### config.mk
export PLATFORM = sky130hd
export DESIGN_NAME = ultrasonic_echo_ranger
export DESIGN_NICKNAME = d
export VERILOG_FILES = /design/src/rtl/uer_pkg.sv /design/src/rtl/uer_cfg.sv /design/src/rtl/uer_fsm.sv /design/src/rtl/ultrasonic_echo_ranger.sv
export VERILOG_INCLUDE_DIRS = /design/src /design/src/rtl
export SDC_FILE = /design/constraint.sdc
export NUM_CORES = 1
export LEC_CHECK = 0
export BUFFER_PORTS_ARGS = -buffer_cell sky130_fd_sc_hd__clkbuf_2
export CAP_MARGIN = 5
export CELL_PAD_IN_SITES_DETAIL_PLACEMENT = 1
export CELL_PAD_IN_SITES_GLOBAL_PLACEMENT = 2
export CORE_MARGIN = 4
export CORE_UTILIZATION = 36
export CTS_CLUSTER_SIZE = 12
export DETAILED_ROUTE_END_ITERATION = 7
export PLACE_DENSITY = 0.79
export SLEW_MARGIN = 20
export SYNTH_ARGS = -nofsm -noshare
export SYNTH_HDL_FRONTEND = slang
export SYNTH_SLANG_ARGS = --single-unit
### constraint.sdc
create_clock -name clk_i -period 2.41 [get_ports clk_i]
set_clock_uncertainty 0.15 [all_clocks]
set_input_delay 0 -clock clk_i [delete_from_list [all_inputs] [get_ports clk_i]]
set_output_delay 0 -clock clk_i [all_outputs]
set_load 0.05 [all_outputs]
### src/rtl/assert_macros.svh
// ----------------------------------------------------------------------------
// assertion macros
// shared clocking and reset handling for concurrent checks
// ----------------------------------------------------------------------------
`ifndef ASSERT_MACROS_SVH
`define ASSERT_MACROS_SVH

// property holds at every clock edge outside reset
`define UER_ASSERT(lbl, prop, msg) \
  lbl: assert property (@(posedge clk_i) disable iff (!rst_ni) prop) \
    else $error(msg);

// condition never seen outside reset
`define UER_NEVER(lbl, cond, msg) \
  `UER_ASSERT(lbl, !(cond), msg)

`endif

### src/rtl/uer_pkg.sv
// ----------------------------------------------------------------------------
// uer_pkg
// types and constants of the ultrasonic echo ranger
// ----------------------------------------------------------------------------
package uer_pkg;

  localparam int unsigned Sensors    = 3;
  localparam int unsigned CountBits  = 16;
  localparam int unsigned SensIdxW   = 2;
  localparam int unsigned EchoW      = 3;
  localparam int unsigned TrigTicksW = 8;
  localparam int unsigned WidthUsW   = CountBits + 1;
  localparam int unsigned CfgAddrW   = 8;
  localparam int unsigned CfgDataW   = 16;

  typedef enum logic [CfgAddrW-1:0] {
    CfgTargetSensor = 8'd0,
    CfgTriggerTicks = 8'd1,
    CfgWaitLimit    = 8'd2,
    CfgEchoLimit    = 8'd3
  } cfg_idx_e;

  typedef enum logic [3:0] {
    PhIdle = 4'b0001,
    PhTrig = 4'b0010,
    PhWait = 4'b0100,
    PhHigh = 4'b1000
  } phase_e;

  typedef struct packed {
    logic [SensIdxW-1:0]   target_sensor;
    logic [TrigTicksW-1:0] trigger_ticks;
    logic [CountBits-1:0]  wait_limit;
    logic [CountBits-1:0]  echo_limit;
  } uer_cfg_t;

  typedef struct packed {
    logic [WidthUsW-1:0] echo_width_us;
    logic                timed_out;
    logic                done_res;
    logic                busy_res;
    logic [EchoW-1:0]    trigger_lines;
  } uer_res_t;

endpackage

### src/rtl/uer_cfg.sv
// ----------------------------------------------------------------------------
// uer_cfg
// configuration register file, one write per handshake
// ----------------------------------------------------------------------------
module uer_cfg
  import uer_pkg::*;
(
  input  logic                clk_i,
  input  logic                rst_ni,
  input  logic                cfg_valid_i,
  output logic                cfg_ready_o,
  input  logic [CfgAddrW-1:0] cfg_addr_i,
  input  logic [CfgDataW-1:0] cfg_data_i,
  output uer_cfg_t            cfg_o
);

  uer_cfg_t cfg_q, cfg_d;

  assign cfg_ready_o = 1'b1;

  always_comb begin
    cfg_d = cfg_q;
    if (cfg_valid_i) begin
      unique case (cfg_addr_i)
        CfgTargetSensor: cfg_d.target_sensor = cfg_data_i[SensIdxW-1:0];
        CfgTriggerTicks: cfg_d.trigger_ticks = cfg_data_i[TrigTicksW-1:0];
        CfgWaitLimit:    cfg_d.wait_limit    = cfg_data_i[CountBits-1:0];
        CfgEchoLimit:    cfg_d.echo_limit    = cfg_data_i[CountBits-1:0];
        default:         cfg_d = cfg_q;
      endcase
    end
  end

  always_ff @(posedge clk_i or negedge rst_ni) begin
    if (!rst_ni) begin
      cfg_q.target_sensor <= '0;
      cfg_q.trigger_ticks <= TrigTicksW'(5);
      cfg_q.wait_limit    <= CountBits'(5000);
      cfg_q.echo_limit    <= CountBits'(65535);
    end else begin
      cfg_q <= cfg_d;
    end
  end

  assign cfg_o = cfg_q;

endmodule

### src/rtl/uer_fsm.sv
// ----------------------------------------------------------------------------
// uer_fsm
// measurement sequencer: trigger, wait for echo, count echo high ticks
// ----------------------------------------------------------------------------
`include "assert_macros.svh"

module uer_fsm
  import uer_pkg::*;
(
  input  logic             clk_i,
  input  logic             rst_ni,
  input  logic             adv_i,
  input  logic             action_i,
  input  logic [EchoW-1:0] echo_i,
  input  uer_cfg_t         cfg_i,
  output uer_res_t         res_o
);

  phase_e               phase_q, phase_d;
  logic [CountBits-1:0] tick_q, tick_d;
  logic [SensIdxW-1:0]  active_q, active_d;
  logic [CountBits-1:0] width_q, width_d;
  logic                 tmo_q, tmo_d;
  logic                 done;
  logic                 echo_act;
  logic [CountBits-1:0] tick_inc;

  assign tick_inc = tick_q + CountBits'(1);

  always_comb begin
    echo_act = 1'b0;
    for (int k = 0; k < Sensors; k++) begin
      if (active_q == SensIdxW'(k)) begin
        echo_act = echo_i[k];
      end
    end
  end

  always_comb begin
    phase_d  = phase_q;
    tick_d   = tick_q;
    active_d = active_q;
    width_d  = width_q;
    tmo_d    = tmo_q;
    done     = 1'b0;
    unique case (phase_q)
      PhIdle: begin
        if (action_i) begin
          active_d = cfg_i.target_sensor;
          phase_d  = PhTrig;
          tick_d   = CountBits'(1);
        end
      end
      PhTrig: begin
        if (tick_q >= CountBits'(cfg_i.trigger_ticks)) begin
          phase_d = PhWait;
          tick_d  = '0;
        end else begin
          tick_d = tick_inc;
        end
      end
      PhWait: begin
        if (echo_act) begin
          phase_d = PhHigh;
          tick_d  = (cfg_i.echo_limit == '0) ? '0 : CountBits'(1);
        end else if (tick_q >= cfg_i.wait_limit) begin
          phase_d = PhIdle;
          tick_d  = '0;
          width_d = '0;
          tmo_d   = 1'b1;
          done    = 1'b1;
        end else begin
          tick_d = tick_inc;
        end
      end
      PhHigh: begin
        if (echo_act) begin
          if (tick_q < cfg_i.echo_limit) begin
            tick_d = tick_inc;
          end
        end else begin
          phase_d = PhIdle;
          width_d = tick_q;
          tmo_d   = 1'b0;
          tick_d  = '0;
          done    = 1'b1;
        end
      end
      default: begin
        phase_d = PhIdle;
        tick_d  = '0;
      end
    endcase
  end

  always_comb begin
    res_o.trigger_lines = '0;
    for (int k = 0; k < Sensors; k++) begin
      res_o.trigger_lines[k] = (phase_d == PhTrig) && (active_d == SensIdxW'(k));
    end
    res_o.busy_res      = (phase_d != PhIdle);
    res_o.done_res      = done;
    res_o.timed_out     = tmo_d;
    res_o.echo_width_us = {width_d, 1'b0};
  end

  always_ff @(posedge clk_i or negedge rst_ni) begin
    if (!rst_ni) begin
      phase_q  <= PhIdle;
      tick_q   <= '0;
      active_q <= '0;
      width_q  <= '0;
      tmo_q    <= 1'b0;
    end else if (adv_i) begin
      phase_q  <= phase_d;
      tick_q   <= tick_d;
      active_q <= active_d;
      width_q  <= width_d;
      tmo_q    <= tmo_d;
    end
  end

  `UER_ASSERT(a_done_idle, adv_i && done |=> phase_q == PhIdle, "finish did not return to idle")
  `UER_NEVER(a_trig_busy, (res_o.trigger_lines != '0) && !res_o.busy_res, "trigger while idle")
  `UER_ASSERT(a_tmo_zero, tmo_q |-> width_q == '0, "timeout with nonzero width")
  `UER_ASSERT(a_trig_hot, $onehot0(res_o.trigger_lines), "more than one trigger line")

endmodule

### src/rtl/ultrasonic_echo_ranger.sv
// ----------------------------------------------------------------------------
// ultrasonic_echo_ranger
// trigger and echo timing controller for pulse-echo range sensors
// ----------------------------------------------------------------------------
// channel   direction  handshake                 payload
// s_axis    in         s_axis_tvalid_i/tready_o  tuser action, tdata echo_lines
// m_axis    out        m_axis_tvalid_o/tready_i  tdata result fields
// cfg       in         cfg_valid_i/cfg_ready_o   cfg_addr_i index, cfg_data_i value
//
// one tick item per cycle sustained while m_axis accepts results; the path from input
// to result runs through the input register, sequencer logic and result register
// each item updates phase and tick counter in a single pass of the sequencer
// a stall on m_axis holds both stages; the input register fills and then
// s_axis_tready_o drops
// reset clears phase, counters and configuration to defaults at once
// ----------------------------------------------------------------------------
module ultrasonic_echo_ranger
  import uer_pkg::*;
(
  input  logic                clk_i,
  input  logic                rst_ni,
  input  logic                s_axis_tvalid_i,
  output logic                s_axis_tready_o,
  input  logic [7:0]          s_axis_tdata_i,   // [2:0] echo_lines
  input  logic [0:0]          s_axis_tuser_i,   // [0] action
  output logic                m_axis_tvalid_o,
  input  logic                m_axis_tready_i,
  // [2:0] trigger_lines, [3] busy_res, [4] done_res, [5] timed_out,
  // [22:6] echo_width_us
  output logic [23:0]         m_axis_tdata_o,
  input  logic                cfg_valid_i,
  output logic                cfg_ready_o,
  input  logic [CfgAddrW-1:0] cfg_addr_i,
  input  logic [CfgDataW-1:0] cfg_data_i
);

  uer_cfg_t         cfg;
  uer_res_t         res;
  logic             in_valid_q;
  logic             in_action_q;
  logic [EchoW-1:0] in_echo_q;
  logic             out_valid_q;
  uer_res_t         out_res_q;
  logic             adv;

  assign adv             = in_valid_q && (!out_valid_q || m_axis_tready_i);
  assign s_axis_tready_o = !in_valid_q || adv;

  uer_cfg u_cfg (
    .clk_i       (clk_i),
    .rst_ni      (rst_ni),
    .cfg_valid_i (cfg_valid_i),
    .cfg_ready_o (cfg_ready_o),
    .cfg_addr_i  (cfg_addr_i),
    .cfg_data_i  (cfg_data_i),
    .cfg_o       (cfg)
  );

  uer_fsm u_fsm (
    .clk_i    (clk_i),
    .rst_ni   (rst_ni),
    .adv_i    (adv),
    .action_i (in_action_q),
    .echo_i   (in_echo_q),
    .cfg_i    (cfg),
    .res_o    (res)
  );

  always_ff @(posedge clk_i or negedge rst_ni) begin
    if (!rst_ni) begin
      in_valid_q <= 1'b0;
    end else if (s_axis_tready_o) begin
      in_valid_q <= s_axis_tvalid_i;
    end
  end

  always_ff @(posedge clk_i) begin
    if (s_axis_tvalid_i && s_axis_tready_o) begin
      in_action_q <= s_axis_tuser_i[0];
      in_echo_q   <= s_axis_tdata_i[EchoW-1:0];
    end
  end

  always_ff @(posedge clk_i or negedge rst_ni) begin
    if (!rst_ni) begin
      out_valid_q <= 1'b0;
    end else if (adv) begin
      out_valid_q <= 1'b1;
    end else if (m_axis_tready_i) begin
      out_valid_q <= 1'b0;
    end
  end

  always_ff @(posedge clk_i) begin
    if (adv) begin
      out_res_q <= res;
    end
  end

  assign m_axis_tvalid_o = out_valid_q;
  assign m_axis_tdata_o  = {1'b0, out_res_q};

endmodule

==> flow_summary.toml <==
[outcome]
status = "finished, violations left"
violations = "negative setup slack"

[logic_synthesis]
synth_fa_ha_area_share_pct = 8.53
synthArstFlopShare_pct = 76.1
synth.ff_latch_count = 109
syn_inst = 512
synth_cell_types = 64
synth-edff-count = 26
synth_compound_area_share_pct = 16.2
synth_ff_type = "dfrtp_1"
yosys.area.top_type = "dfrtp_1"
avgSynthCellArea_um2 = 11.5
synth_top_area_share_pct = 25.2
yosys.area_share.simple_pct = 12.1
synth_seq_area_share_pct = 49.2
synthMuxAreaShare_pct = 8.62
synth_warnings = 0
netlist_area_mm2 = 0.00587
synth_top_family_by_area = "compound AO/OA/AOI/OAI gates"
synth_xor_xnor_area_share_pct = 0.149
synthTopCellsByArea = "dfrtp_1 25%, edfxtp_1 13%, dfstp_2 11%, ha_1 8.5%, mux2_2 8.4%"

[power]
total_power_mw = 5.10
peakVddDrop_mv = 0.348
power_density_mw_per_mm2 = 655
p_leak_nw = 3.36

[setup_path]
critPathArrivalTime_ns = 2.46
critPathKind = "reg2reg"
endpoint_kind = "flop"
required_ns = 2.37
crit_path_max_fanout = 8
startpoint_type = "flop"

[sta]
postLayoutSetupSlackWorst_ns = -0.0832
fmax_mhz = 401
slew_viol_final = 0
rsz0062_at_grt = "true"
finalCriticalPeriod_ns = 2.49
setup_viol = 48
worst_slew_pin_slew_ns = 0.507
period_share_pct = 103
slew_headroom_pct = 66.2
hold_viol = 0

[detailed_routing]
avgRoutedWirePerCell_um = 18.2
ant_nets = 0
vias = 4577
drt_wl_total_um = 15900
viasPerCell = 5.24
drc = 0
first_pass_iters = 4
dr.first_iter.drc_count = 170

[clock_network]
cts_root_buf = "clkbuf_16"
cts_made_buffers = 9
cts.path.max_buffers = 2
clock-sinks = 109
htree_levels = 3
clk_latency_ns = 0.36
path_clk_slew_ns = 0.07
cts_tree = "built"

[grt]
grt-ovfl-total = 0
grt_max_degree = 46
grt_use_total_pct = 18.0
grt_pass1_vias = 4894
antenna_found_initial = 0
grt_pass1_wl_um = 26000

[floorplanning]
io_pins = 65
rows = 46
core_mm2 = 0.0159
die_h_um = 136
initial_utilization_pct = 36.8
die-area_mm2 = 0.0184
die_x_um = 136

[place]
gp_congestion = 0.793
place_inst = 819
buffer_ports.inserted = 56
dp_hpwl_um = 11500

[layout]
synthToLayoutAreaGrowth_pct = 32.9
fin_cells = 874
n_antenna_cell = 0
nNetsFinal = 731
drive_gt1_share_pct = 42.6

[worst_hold_path]
min_path_type = "in2async"

[job]
maxCapViolCount = 0
[power breakdown]
| part | switching [mW] | leakage (nW) | internal (mW) |
|---|---|---|---|
| clock | 0.714 | 0.149 | 0.843 |
| combinational | 0.799 | 1.90 | 0.623 |
| sequential | 0.0795 | 1.30 | 2.05 |
[final timing paths]
kind                                        startpoint                      endpoint  slack [ns]  depth (start not counted)
min reg2reg                u_cfg.cfg_o[39]$_DFFE_PN0P_   u_cfg.cfg_o[39]$_DFFE_PN0P_        0.36                          1
max                        u_cfg.cfg_o[24]$_DFFE_PN1P_  m_axis_tdata_o[22]$_DFFE_PP_       -0.08                          9
min in group clk_i                       cfg_addr_i[3]   u_cfg.cfg_o[40]$_DFFE_PN0P_        0.08                          4
max in group asynchronous                       rst_ni  u_fsm.phase_q[0]$_DFFE_PN1P_        1.43                          3
max reg2reg                u_cfg.cfg_o[24]$_DFFE_PN1P_  m_axis_tdata_o[22]$_DFFE_PP_       -0.08                          9
min                                             rst_ni   u_cfg.cfg_o[33]$_DFFE_PN0P_       0.003                          2
[cell usage in the layout (no fill, tap or decap), types with 4 or more instances in the layout]
| master | n |
|---|---|
| ha_1 | 31 |
| or2_2 | 7 |
| edfxtp_1 | 26 |
| o211ai_1 | 12 |
| nand2_1 | 37 |
| ha_4 | 8 |
| nand2b_1 | 8 |
| inv_2 | 4 |
| a22o_1 | 32 |
| nor2b_1 | 4 |
| o211ai_2 | 9 |
| or3_1 | 4 |
| buf_6 | 7 |
| buf_12 | 5 |
| dlygate4sd3_1 | 26 |
| nand4_1 | 10 |
| nand2b_4 | 4 |
| nor4_1 | 6 |
| nor2_1 | 11 |
| a21oi_1 | 9 |
| buf_4 | 55 |
| o21ai_0 | 13 |
| dfrtp_1 | 56 |
| mux2_2 | 44 |
| nand3_1 | 11 |
| dfstp_2 | 24 |
| clkbuf_16 | 10 |
| o21ai_1 | 8 |
| clkbuf_2 | 55 |
| inv_1 | 42 |
[cell families after synthesis]
logic type / count (synthesis)
simple gates: 128
compound gates: 119
flops: 109
buf+inv: 68
mux: 45
fa+ha+maj: 40
other cells: 2
xor+xnor: 1
[per-stage QoR]
step                hold slack [ns]  setup slack, ns  util (%)  instance area, um^2  TNS, ns
floorplan                    -0.446          -0.0107         -                 5910   -0.132
global placement             -0.145          -0.0955      42.7                 6810    -3.02
detailed placement           -0.140           -0.174      42.7                 6810    -6.52
CTS                          0.0176           -0.102      46.9                 7480    -3.71
global route                 0.0459           -0.171      48.9                 7790    -6.40
finish                      0.00340          -0.0832      48.9                 7790    -1.99
[state kept, by name, indices dropped and copies added (netlist names)]
name,cells
u_cfg.cfg_o,42
in_echo_q,3
u_fsm.active_q,2
u_fsm.phase_q,4
u_fsm.tmo_q,1
m_axis_tdata_o,22
in_valid_q,1
u_fsm.tick_q,16
in_action_q,1
u_fsm.width_q,16
m_axis_tvalid_o,1
[critical path, stage by stage, from the launching register on]
cell and delay [ns]:
dfstp_2 0.54, inv_2 0.05, ha_4 0.26, nand4_1 0.17, nor3_2 0.17, a311oi_2 0.13, buf_4 0.16, a31o_4 0.26
clkbuf_16 0.17, a22o_1 0.19
[cell type report]
class                      count  area [um^2]
sequential                   109         2890
clock inverter                 6         68.8
inverter                      46          173
timing repair buffer         149         1150
tap                          216          270
clock buffer                  10          239
multi-input combinational    338         3000
fill                        1721         8150
[repair_timing]
action | 4_1_cts | 5_1_grt
setup buffers | 3 | 7
endpoints found under the setup margin | 55 | 55
pin swaps | 7 | 39
endpoints found under the hold margin | 134 | 0
resized for setup | 11 | 49
gates cloned | 1 | 2
hold buffers | 26 | 0
[metal layers]
layer | part of all wire (%) | GRT usage, %
met1 | 45 | 24.7
met2 | 50 | 28.8
met3 | 3.2 | 3.12
met4 | 2.3 | 6.38
met5 | 0 | 0
[synthesized netlist by cell type, drive strengths merged, types with 2 or more instances]
master,number
nand2b,11
o21a,2
conb,2
nand2,38
clkbuf,8
a22o,32
and2,2
mux2,44
o311ai,2
dfstp,24
inv,46
or3,6
nor4b,2
nor2,13
o21ai,23
o221ai,4
nand3b,3
nor3,5
a21oi,11
o21bai,3
o211ai,21
edfxtp,26
and3,2
or2,7
nor4,8
dfrtp,59
a2111o,2
a31oi,4
nor2b,4
a211oi,5
ha,40
nand4,10
a311oi,2
nand3,12
buf,14
Power figures use the tool's default switching activity.
